===== config.mk =====
export PLATFORM = sky130hd
export DESIGN_NAME = line_grep_match_counter_flat
export DESIGN_NICKNAME = d
export VERILOG_FILES = /design/src/rtl/lgmc_pkg.sv /design/src/rtl/lgmc_channels.sv /design/src/rtl/line_grep_match_counter.sv /design/src/flat_wrapper.sv
export SDC_FILE = /design/constraint.sdc
export NUM_CORES = 1
export LEC_CHECK = 0
export ABC_AREA = 1
export BUFFER_PORTS_ARGS = -buffer_cell sky130_fd_sc_hd__buf_4
export CAP_MARGIN = 15
export CORE_MARGIN = 3
export CORE_UTILIZATION = 50
export DETAILED_ROUTE_END_ITERATION = 6
export HOLD_SLACK_MARGIN = 0.1
export PLACE_DENSITY = 0.67
export REMOVE_ABC_BUFFERS = 1
export SKIP_CTS_REPAIR_TIMING = 1
export SLEW_MARGIN = 40
export SYNTH_ARGS = -nofsm -noshare
export SYNTH_HDL_FRONTEND = slang
export SYNTH_SLANG_ARGS = --single-unit

===== constraint.sdc =====
create_clock -name clk -period 5.3 [get_ports clk]
set_input_delay 0 -clock clk [delete_from_list [all_inputs] [get_ports clk]]
set_output_delay 0 -clock clk [all_outputs]
set_load 0.01 [all_outputs]

===== src/rtl/lgmc_pkg.sv =====
// Package for the line grep match counter: constants, register codes, widths.
package lgmc_pkg;

    localparam int MAX_PATTERN_DEF = 16;
    localparam int COUNT_BITS_DEF  = 32;

    localparam int BYTE_W     = 8;
    localparam int REG_BYTES  = 16;
    localparam int LEN_W      = 5;
    localparam int CFG_DATA_W = 64;
    localparam int CFG_IDX_W  = 2;
    localparam int OUT_CNT_W  = 32;

    localparam logic [BYTE_W-1:0] NEWLINE_BYTE = 8'd10;

    typedef logic [BYTE_W-1:0]     byte_t;
    typedef logic [LEN_W-1:0]      len_t;
    typedef logic [CFG_DATA_W-1:0] cfg_data_t;
    typedef logic [OUT_CNT_W-1:0]  out_cnt_t;

    typedef enum logic [CFG_IDX_W-1:0] {
        CFG_PATTERN_LOW    = 2'd0,
        CFG_PATTERN_HIGH   = 2'd1,
        CFG_PATTERN_LENGTH = 2'd2
    } cfg_reg_t;

endpackage


===== src/rtl/lgmc_channels.sv =====
// Valid/ready channel interfaces for config, text input and line results.
interface lgmc_cfg_if
    import lgmc_pkg::*;
();
    logic                 valid;
    logic                 ready;
    logic [CFG_IDX_W-1:0] index;
    cfg_data_t            data;

    modport source (output valid, output index, output data, input ready);
    modport sink   (input valid, input index, input data, output ready);
endinterface

interface lgmc_text_if
    import lgmc_pkg::*;
();
    logic  valid;
    logic  ready;
    byte_t text_byte;
    logic  text_end;

    modport source (output valid, output text_byte, output text_end, input ready);
    modport sink   (input valid, input text_byte, input text_end, output ready);
endinterface

interface lgmc_result_if
    import lgmc_pkg::*;
();
    logic     valid;
    logic     ready;
    out_cnt_t line_index;
    logic     line_has_match;
    out_cnt_t matching_lines;
    logic     final_line;

    modport source (output valid, output line_index, output line_has_match,
                    output matching_lines, output final_line, input ready);
    modport sink   (input valid, input line_index, input line_has_match,
                    input matching_lines, input final_line, output ready);
endinterface


===== src/rtl/line_grep_match_counter.sv =====
// Top level: streaming per-line substring match with line and match counters.
// Throughput: 1 byte per cycle, except that a line end stalls while the result
// register holds an untaken result; input register, then one pass of window
// compare and counter update into the result register.
// Reset (rst_n low, async): pipeline empty, window, line and match counts zero,
// pattern registers zero (empty pattern).
module line_grep_match_counter
    import lgmc_pkg::*;
#(
    parameter int MAX_PATTERN = MAX_PATTERN_DEF,
    parameter int COUNT_BITS  = COUNT_BITS_DEF
)
(
    input  logic          clk,
    input  logic          rst_n,
    lgmc_cfg_if.sink      cfg,
    lgmc_text_if.sink     text,
    lgmc_result_if.source result
);

    localparam int BIL_W     = $clog2(MAX_PATTERN + 1);
    localparam int CMP_W     = (BIL_W > LEN_W) ? BIL_W : LEN_W;
    localparam int LEN_LIMIT = (MAX_PATTERN < REG_BYTES) ? MAX_PATTERN : REG_BYTES;

    // config registers
    cfg_data_t pat_low_reg;
    cfg_data_t pat_high_reg;
    len_t      pat_len_reg;

    // input stage
    logic  s1_valid_reg;
    byte_t s1_byte_reg;
    logic  s1_end_reg;

    // line state
    byte_t                 win_reg [MAX_PATTERN];
    byte_t                 win_next [MAX_PATTERN];
    logic [BIL_W-1:0]      bil_reg;
    logic [BIL_W-1:0]      bil_next;
    logic                  match_reg;
    logic                  match_next;
    logic [COUNT_BITS-1:0] lines_reg;
    logic [COUNT_BITS-1:0] lines_next;
    logic [COUNT_BITS-1:0] matches_reg;
    logic [COUNT_BITS-1:0] matches_next;

    // output stage
    logic     out_valid_reg;
    out_cnt_t out_line_reg;
    logic     out_hit_reg;
    out_cnt_t out_matches_reg;
    logic     out_final_reg;

    byte_t                 pat [REG_BYTES];
    len_t                  len_eff;
    logic                  is_nl;
    logic                  emit;
    logic                  hit;
    logic                  cmp_hit;
    logic [MAX_PATTERN-1:0] byte_ok;
    logic [COUNT_BITS-1:0] lines_inc;
    logic [COUNT_BITS-1:0] matches_inc;
    out_cnt_t              lines_cap;
    out_cnt_t              matches_cap;
    logic                  out_free;
    logic                  s1_go;

    assign cfg.ready = 1'b1;

    always_ff @(posedge clk or negedge rst_n)
    begin
        if (!rst_n)
        begin
            pat_low_reg  <= '0;
            pat_high_reg <= '0;
            pat_len_reg  <= '0;
        end
        else if (cfg.valid)
        begin
            unique case (cfg.index)
                CFG_PATTERN_LOW:    pat_low_reg  <= cfg.data;
                CFG_PATTERN_HIGH:   pat_high_reg <= cfg.data;
                CFG_PATTERN_LENGTH: pat_len_reg  <= cfg.data[LEN_W-1:0];
                default:            ;
            endcase
        end
    end

    always_comb
    begin
        for (int k = 0; k < REG_BYTES / 2; k++)
        begin
            pat[k]                 = pat_low_reg[k*BYTE_W +: BYTE_W];
            pat[k + REG_BYTES / 2] = pat_high_reg[k*BYTE_W +: BYTE_W];
        end
    end

    assign len_eff = (pat_len_reg > LEN_W'(LEN_LIMIT)) ? LEN_W'(LEN_LIMIT) : pat_len_reg;

    assign out_free   = !out_valid_reg || result.ready;
    assign is_nl      = (s1_byte_reg == NEWLINE_BYTE);
    assign emit       = is_nl || s1_end_reg;
    assign s1_go      = s1_valid_reg && (!emit || out_free);
    assign text.ready = !s1_valid_reg || s1_go;

    always_ff @(posedge clk or negedge rst_n)
    begin
        if (!rst_n)
        begin
            s1_valid_reg <= 1'b0;
        end
        else if (text.ready)
        begin
            s1_valid_reg <= text.valid;
        end
    end

    always_ff @(posedge clk)
    begin
        if (text.ready && text.valid)
        begin
            s1_byte_reg <= text.text_byte;
            s1_end_reg  <= text.text_end;
        end
    end

    // window shift and compare, newest byte at position 0
    always_comb
    begin
        win_next[0] = s1_byte_reg;
        for (int i = 1; i < MAX_PATTERN; i++)
        begin
            win_next[i] = win_reg[i-1];
        end
    end

    assign bil_next = (bil_reg == BIL_W'(MAX_PATTERN)) ? bil_reg : bil_reg + 1'b1;

    always_comb
    begin
        logic [LEN_W-1:0] pidx;
        byte_ok = '1;
        for (int j = 0; j < LEN_LIMIT; j++)
        begin
            pidx       = len_eff - LEN_W'(j) - LEN_W'(1);
            byte_ok[j] = (LEN_W'(j) >= len_eff) || (win_next[j] == pat[pidx[3:0]]);
        end
    end

    assign cmp_hit    = (len_eff != '0) && (CMP_W'(bil_next) >= CMP_W'(len_eff)) && (&byte_ok);
    assign match_next = match_reg || (!is_nl && cmp_hit);
    assign hit        = match_next || (len_eff == '0);

    assign lines_inc   = (&lines_reg) ? lines_reg : lines_reg + 1'b1;
    assign matches_inc = (hit && !(&matches_reg)) ? matches_reg + 1'b1 : matches_reg;

    always_comb
    begin
        lines_next   = lines_reg;
        matches_next = matches_reg;
        if (emit)
        begin
            lines_next   = s1_end_reg ? '0 : lines_inc;
            matches_next = s1_end_reg ? '0 : matches_inc;
        end
    end

    generate
        if (COUNT_BITS > OUT_CNT_W)
        begin : g_cap
            assign lines_cap   = (|lines_inc[COUNT_BITS-1:OUT_CNT_W]) ? '1
                                 : lines_inc[OUT_CNT_W-1:0];
            assign matches_cap = (|matches_inc[COUNT_BITS-1:OUT_CNT_W]) ? '1
                                 : matches_inc[OUT_CNT_W-1:0];
        end
        else
        begin : g_ext
            assign lines_cap   = OUT_CNT_W'(lines_inc);
            assign matches_cap = OUT_CNT_W'(matches_inc);
        end
    endgenerate

    always_ff @(posedge clk or negedge rst_n)
    begin
        if (!rst_n)
        begin
            for (int i = 0; i < MAX_PATTERN; i++)
            begin
                win_reg[i] <= '0;
            end
            bil_reg     <= '0;
            match_reg   <= 1'b0;
            lines_reg   <= '0;
            matches_reg <= '0;
        end
        else if (s1_go)
        begin
            if (!is_nl)
            begin
                win_reg <= win_next;
            end
            if (emit)
            begin
                bil_reg   <= '0;
                match_reg <= 1'b0;
            end
            else
            begin
                bil_reg   <= bil_next;
                match_reg <= match_next;
            end
            lines_reg   <= lines_next;
            matches_reg <= matches_next;
        end
    end

    always_ff @(posedge clk or negedge rst_n)
    begin
        if (!rst_n)
        begin
            out_valid_reg <= 1'b0;
        end
        else if (s1_go && emit)
        begin
            out_valid_reg <= 1'b1;
        end
        else if (result.ready)
        begin
            out_valid_reg <= 1'b0;
        end
    end

    always_ff @(posedge clk)
    begin
        if (s1_go && emit)
        begin
            out_line_reg    <= lines_cap;
            out_hit_reg     <= hit;
            out_matches_reg <= matches_cap;
            out_final_reg   <= s1_end_reg;
        end
    end

    assign result.valid          = out_valid_reg;
    assign result.line_index     = out_line_reg;
    assign result.line_has_match = out_hit_reg;
    assign result.matching_lines = out_matches_reg;
    assign result.final_line     = out_final_reg;

endmodule


===== src/flat_wrapper.sv =====
// flat-port wrapper written by rule: the top's interface ports become plain ports
module line_grep_match_counter_flat import lgmc_pkg::*;
#(
    parameter int MAX_PATTERN = MAX_PATTERN_DEF,
    parameter int COUNT_BITS  = COUNT_BITS_DEF
)
  (clk, rst_n, cfg_valid, cfg_index, cfg_data, cfg_ready, text_valid, text_text_byte, text_text_end, text_ready, result_valid, result_line_index, result_line_has_match, result_matching_lines, result_final_line, result_ready);
  lgmc_cfg_if cfg_i ();
  lgmc_text_if text_i ();
  lgmc_result_if result_i ();
  input  logic clk;
  input  logic rst_n;
  input wire logic [$bits(cfg_i.valid)-1:0] cfg_valid;
  input wire logic [$bits(cfg_i.index)-1:0] cfg_index;
  input wire logic [$bits(cfg_i.data)-1:0] cfg_data;
  output wire logic [$bits(cfg_i.ready)-1:0] cfg_ready;
  input wire logic [$bits(text_i.valid)-1:0] text_valid;
  input wire logic [$bits(text_i.text_byte)-1:0] text_text_byte;
  input wire logic [$bits(text_i.text_end)-1:0] text_text_end;
  output wire logic [$bits(text_i.ready)-1:0] text_ready;
  output wire logic [$bits(result_i.valid)-1:0] result_valid;
  output wire logic [$bits(result_i.line_index)-1:0] result_line_index;
  output wire logic [$bits(result_i.line_has_match)-1:0] result_line_has_match;
  output wire logic [$bits(result_i.matching_lines)-1:0] result_matching_lines;
  output wire logic [$bits(result_i.final_line)-1:0] result_final_line;
  input wire logic [$bits(result_i.ready)-1:0] result_ready;
  assign cfg_i.valid = cfg_valid;
  assign cfg_i.index = cfg_index;
  assign cfg_i.data = cfg_data;
  assign cfg_ready = cfg_i.ready;
  assign text_i.valid = text_valid;
  assign text_i.text_byte = text_text_byte;
  assign text_i.text_end = text_text_end;
  assign text_ready = text_i.ready;
  assign result_valid = result_i.valid;
  assign result_line_index = result_i.line_index;
  assign result_line_has_match = result_i.line_has_match;
  assign result_matching_lines = result_i.matching_lines;
  assign result_final_line = result_i.final_line;
  assign result_i.ready = result_ready;
  line_grep_match_counter #(.MAX_PATTERN(MAX_PATTERN), .COUNT_BITS(COUNT_BITS)) u_core (.clk(clk), .rst_n(rst_n), .cfg(cfg_i), .text(text_i), .result(result_i));
endmodule

* Word level (Yosys, flattened, before mapping)
Index checks and enable logic that the tools add are counted.
Word-level totals: register bits after elaboration 400, input port bits 80, output and inout bits 69, logic and storage cells 238
Cells by class: $add $sub $neg 33, $lt $le $gt $ge 34, equality and inequality tests 20, muxes and demuxes 58, bitwise logic cells 17, reductions and logical operators 46
Operator list (count):
- $bmux W8 S4 | 16
- $mux W8 | 32
- $eq A8 B8 Y1 | 16
- $mux W32 | 4
- $ge A5 B5 Y1 const B | 16
- $not A4 Y5 | 16
- $add A32 B1 Y32 const B | 2
- $reduce_and A32 Y1 | 2
- $sub A4 B1 Y4 const B | 16
- $ge A4 B5 Y1 const A | 8
- $sub A4 B4 Y4 const B | 8
- $logic_or A1 B1 Y1 | 22
- $ge A3 B5 Y1 const A | 4
- $reduce_and A16 Y1 | 1
- $sub A4 B3 Y4 const B | 4
- $mux W5 | 3
- $ge A1 B5 Y1 const A | 2
- $ge A2 B5 Y1 const A | 2
- $reduce_and A2 Y1 | 5
- $eq A8 B4 Y1 const B | 1
- $sub A4 B2 Y4 const B | 2
- $logic_and A1 B1 Y1 | 7
- $add A5 B1 Y5 const B | 1
- $eq A5 B5 Y1 const B | 1
- 11 further kinds | 17

* Logic depth before layout (Yosys ltp)
depth after elaboration 18, depth in mapped cells 35, depth with buffers taken out 30

* Worst setup path after synthesis
Ideal clock, no wire load.
path type register -> register, start register u_core.pat_len_reg[4], end register u_core.out_matches_reg[1] (netlist: u_core.result.matching_lines[1]) (data pin), library setup time 0.255 ns, data arrival time 3.562 ns, data required time 5.045 ns, slack 1.483 ns, stages on the path, launching flop included 29, path buffers 6, clock period less this slack 3.817 ns, cell sequence dfrtp_1 > buf_4 > inv_2 > nand2_1 > clkbuf_1 > ha_1 > buf_2 > clkinv_1 > clkbuf_1 > clkbuf_1 > nand2_1 > nand3_1 > nand3_1 > nand2_1 > nand2_1 > nand2_1 > nand2_1 > nor2_1 > nand2_1 > nand2_1 > nand2_1 > nor2_1 > nand2_1 > nor2_1 > nand2_1 > nand3_2 > buf_4 > nand3b_1 > and2_1
On the way: cells in the longest elaborated chain, start to end 17, elaborated cells on any way between the ends 155, classes of those cells add/sub (30); order compare (18); eq/ne (16); mux (50); bitwise (16); reduce/logical (25)
RTL lines:
- start: declaration | line line_grep_match_counter.sv:28 | len_t pat_len_reg;
- start signal: assignment | line line_grep_match_counter.sv:83 | CFG_PATTERN_LENGTH: pat_len_reg <= cfg.data[LEN_W-1:0];
- $gt A5 B5 Y1 | line line_grep_match_counter.sv:98 | assign len_eff = (pat_len_reg > LEN_W'(LEN_LIMIT)) ? LEN_W'(LEN_LIMIT) : pat_len_reg;
- $mux W5 (*) | line line_grep_match_counter.sv:98
- $sub A4 B1 Y4 (tied with other cells) | line line_grep_match_counter.sv:145 | pidx = len_eff - LEN_W'(j) - LEN_W'(1);
- $sub A4 B1 Y4 | line line_grep_match_counter.sv:145
- $not A4 Y5 (not written as such) | line line_grep_match_counter.sv:146 | byte_ok[j] = (LEN_W'(j) >= len_eff) || (win_next[j] == pat[pidx[3:0]]);
- $bmux W8 S4 | line line_grep_match_counter.sv:146
- $mux W8 (not written as such) (2 in a row) | line line_grep_match_counter.sv:146
- $eq A8 B8 Y1 | line line_grep_match_counter.sv:146
- [2 not listed]
- $logic_and A1 B1 Y1 | line line_grep_match_counter.sv:150 | assign cmp_hit = (len_eff != '0) && (CMP_W'(bil_next) >= CMP_W'(len_eff)) && (&byte_ok);
- $logic_and A1 B1 Y1 | line line_grep_match_counter.sv:151 | assign match_next = match_reg || (!is_nl && cmp_hit);
- $logic_or A1 B1 Y1 | line line_grep_match_counter.sv:151
- $logic_or A1 B1 Y1 (*) | line line_grep_match_counter.sv:152 | assign hit = match_next || (len_eff == '0);
- net u_core.hit | line line_grep_match_counter.sv:58 | logic hit;
- $logic_and A1 B1 Y1 (*) | line line_grep_match_counter.sv:155 | assign matches_inc = (hit && !(&matches_reg)) ? matches_reg + 1'b1 : matches_reg;
- $mux W32 (*) | line line_grep_match_counter.sv:155
- net u_core.matches_cap[1] | line line_grep_match_counter.sv:64 | out_cnt_t matches_cap;
- end signal: assignment | line line_grep_match_counter.sv:239 | out_matches_reg <= matches_cap;
- end: declaration | line line_grep_match_counter.sv:51 | out_cnt_t out_matches_reg;
Mark *: on every way through the listed nets, which the timed path passes. The rest lies on a longest branch. The select of a mux whose other input is x is not followed. A chain may end at the register's enable or synchronous reset.

* Worst setup path in the final report
start register u_core.pat_len_reg[4], end register u_core.out_matches_reg[24] (netlist: u_core.result.matching_lines[24]) (data pin)
On the way: cells in the longest elaborated chain, start to end 17, elaborated cells on any way between the ends 155, classes of those cells add/sub (30); order compare (18); eq/ne (16); mux (50); bitwise (16); reduce/logical (25)
RTL lines (line):
- $gt A5 B5 Y1 | line_grep_match_counter.sv:98
- $mux W5 (*) | line_grep_match_counter.sv:98
- $sub A4 B1 Y4 (tied with other cells) | line_grep_match_counter.sv:145
- $sub A4 B1 Y4 | line_grep_match_counter.sv:145
- $not A4 Y5 (not written as such) | line_grep_match_counter.sv:146
- $bmux W8 S4 | line_grep_match_counter.sv:146
- $mux W8 (not written as such) (2 in a row) | line_grep_match_counter.sv:146
- $eq A8 B8 Y1 | line_grep_match_counter.sv:146
- $logic_or A1 B1 Y1 | line_grep_match_counter.sv:146
- $reduce_and A16 Y1 | line_grep_match_counter.sv:150
- $logic_and A1 B1 Y1 | line_grep_match_counter.sv:150
- $logic_and A1 B1 Y1 | line_grep_match_counter.sv:151
- $logic_or A1 B1 Y1 | line_grep_match_counter.sv:151
- $logic_or A1 B1 Y1 (*) | line_grep_match_counter.sv:152
- $logic_and A1 B1 Y1 (*) | line_grep_match_counter.sv:155
- $mux W32 (*) | line_grep_match_counter.sv:155
- net u_core.matches_cap[24] | line_grep_match_counter.sv:64
Marked as above.

==> impl_results.md <==
* Cell mode on critical path: nand2_1
* Yosys reg bits at 400
* Post-synthesis average cell area at 6.57 sq um
* Htree depth at 2
* Post-Syn Area at 26300 sq um
* CP cell instances: inv_2 > nand2_2 > buf_4 > buf_4 > nand3_1 > nand2_1 > nand2_1 > nand3_1 > nand2_1 > nand2_1 > nand2_1 > nor2_1 > nand2_1 > nor2_1 > nor2_1 > nor2_1 > nand2_1 > nor2_1 > nand2_1 > nand3_2 > buf_4 > nand3_1 > and2_1
* Core Box Area at 51600 sq um
* Starting Density at 50.9%
* Hold Vio Cnt, Final at 0
* First-pass GRT wire length at 139 mm
* Maximum single-stage delay on the critical path at 0.60 ns
* CP Capture Type: register
* Max Cap Viol at 0
* Max VDD drop at 0.289 mV
* Distinct cells, synth at 41
* Max FFs per register at 120
* Setup violators final at 0
* DIE HEIGHT at 235 um
* Critical path type: reg2reg
* Tmin final at 4.70 ns
* Critical Path Start Type: register
* Final #Nets at 4234
* Area Growth Syn to Fin at 15.8%
* WL/cell at 18.8 um
* CTS tree: yes
* Data arrival time of the worst path at 5.05 ns
* GPL Wtd Cong at 1.06
* Max Clock Skew at 0.0214 ns
* CTS buffer count at 46
* Root Driver: clkbuf_16
* YS warnings at 0
* Antenna Nets Post-Route at 0
* Mapped Cells at 3996
* Layout cell share with drive strength beyond 1 at 7.82%
* Total negative slack at 0 ns
* Overall power at 13.3 mW
* Clk buf depth at 3
* DRT Pass-1 Iters at 7
* I/O pins at 149
* F_max at 213 MHz
* Headroom to the max-slew limit at 46.6%
* Worst skew pair latency at 0.60 ns
* DRT iter0 DRCs at 3080
* Routed wire length at 91.6 mm
* DR DRC count at 2
* Fillcell total at 4964
* Worst min-delay path category: in2reg
* Crit-path leading delay family: simple AND/OR/NAND/NOR gates
* Buffers on Ports at 147
* Worst-Margin Slew at 0.801 ns
* Leakage at 15.5 nW
* Sink Count at 400
* DIE WIDTH at 235 um
* WP data required at 5.65 ns
* Vias in the first global route at 24500
* Rows at 83
* CP Max Fanout at 60
* Clock-pin slew on the worst setup and hold paths at 0.06 ns
* Routed via count at 27100
* Failing checks: design-rule violations
* CP max stage cell: buf_4
* HPWL Detailed at 66.1 mm
* Synth top area share at 31.0%
* Area leader, netlist: dfrtp_1
* Seq/Total Area, Yosys at 39.6%
* Die ar. at 55300 sq um
* Synth top area cells: dfrtp_1 31%, nand2_1 22%, nand3_1 16%
* Final Max Slew Viols at 0
* GRT Total Usage at 32.0%
* Total gr overflow at 0
* Initial antenna violation count at 2
* Worst reg-to-reg setup slack at 0.60 ns
* Post-DR vias/cell at 5.58
* Status: finished, violations left
* Largest net degree at the start of global routing at 119
* RSZ-0062 raised after global routing: false
* P per Cell Area at 436 nW/um^2
* Crit share post-route at 88.7%
* Worst path bufs/invs at 4
[cell type report]
class / instances / area, sq um / area share (%)
clock inverter: 27 / 312 / 1.02
tap: 680 / 851 / 2.80
antenna: 1 / 2.50 / 0.00823
sequential: 400 / 10400 / 34.2
multi-input combinational: 3003 / 13500 / 44.5
timing repair buffer: 288 / 2490 / 8.18
clock buffer: 59 / 1310 / 4.32
inverter: 403 / 1520 / 4.99
[per-stage QoR]
stage	instance area, sq um	hold WS [ns]	utilization (%)	setup WS, ns	std cells
final	30400	0.132	58.9	0.600	4861
after CTS	29600	-0.689	57.3	0.747	4780
after global routing	30400	0.116	58.9	0.420	4860
after floorplan	25400	-0.296	-	-4.36	3806
after global placement	27900	0.139	54.1	0.828	4693
after detailed placement	28000	-0.0711	54.2	0.754	4694
[power by group]
group	internal (mW)	switching, mW
sequential	3.61	0.434
clock	2.01	1.38
combinational	1.75	4.08
[cell usage after synthesis, drive strengths merged]
cell type / instances
a21oi: 13
a22o: 5
a22oi: 1
a31o: 1
and2: 3
buf: 93
clkbuf: 97
clkinv: 1
conb: 1
dfrtp: 325
edfxtp: 75
ha: 12
inv: 402
nand2: 1578
nand3: 829
nand3b: 8
nand4: 25
nor2: 101
nor3: 30
nor3b: 1
nor4: 19
o211ai: 2
o21ai: 287
o21bai: 1
o22ai: 13
o31ai: 1
or2: 2
xnor2: 12
xor2: 58
[path summary, 6_finish.rpt]
| kind | from | endpoint | depth (start not counted) |
|---|---|---|---|
| max | u_core.pat_len_reg[4] | u_core.result.matching_lines[24] | 23 |
| min | text_text_byte[1] | u_core.s1_byte_reg[1] | 2 |
| max reg2reg | u_core.pat_len_reg[4] | u_core.result.matching_lines[24] | 23 |
| min reg2reg | u_core.pat_high_reg[2] | u_core.pat_high_reg[2] | 2 |
| max in group asynchronous | rst_n | u_core.matches_reg[30] | 5 |
| min in group asynchronous | rst_n | u_core.pat_low_reg[30] | 4 |
[cells by family (layout without fill, tap and decap cells)]
family	after synthesis	count (layout)	share of synthesized area, %
xor+xnor	70	70	2.34
buf+inv	593	777	9.09
simple gates	2596	2596	42.0
compound gates	324	324	6.47
fa+ha+maj	12	12	0.572
other cells	1	2	0.0143
flops	400	400	39.6
[layer usage]
layer  track usage, %  wire length, um
met1             44.1            38700
met5                0               11
met2             49.6            40000
met4             15.1             4910
met3             5.06             7920
[cells in the final DEF, fill, tap and decap left out, types with 19 or more instances in the layout]
cell / Yosys / final
dfrtp_1: 325 / 324
nor2_1: 98 / 97
dlygate4sd3_1: 0 / 79
inv_1: 391 / 390
nand2_1: 1571 / 1569
nor4_1: 19 / 19
nand4_1: 25 / 25
xor2_1: 58 / 58
edfxtp_1: 75 / 75
nand3_1: 827 / 825
clkbuf_16: 0 / 49
buf_4: 15 / 199
o21ai_0: 280 / 280
nor3_1: 30 / 30
(Power assumes the default switching activity.)
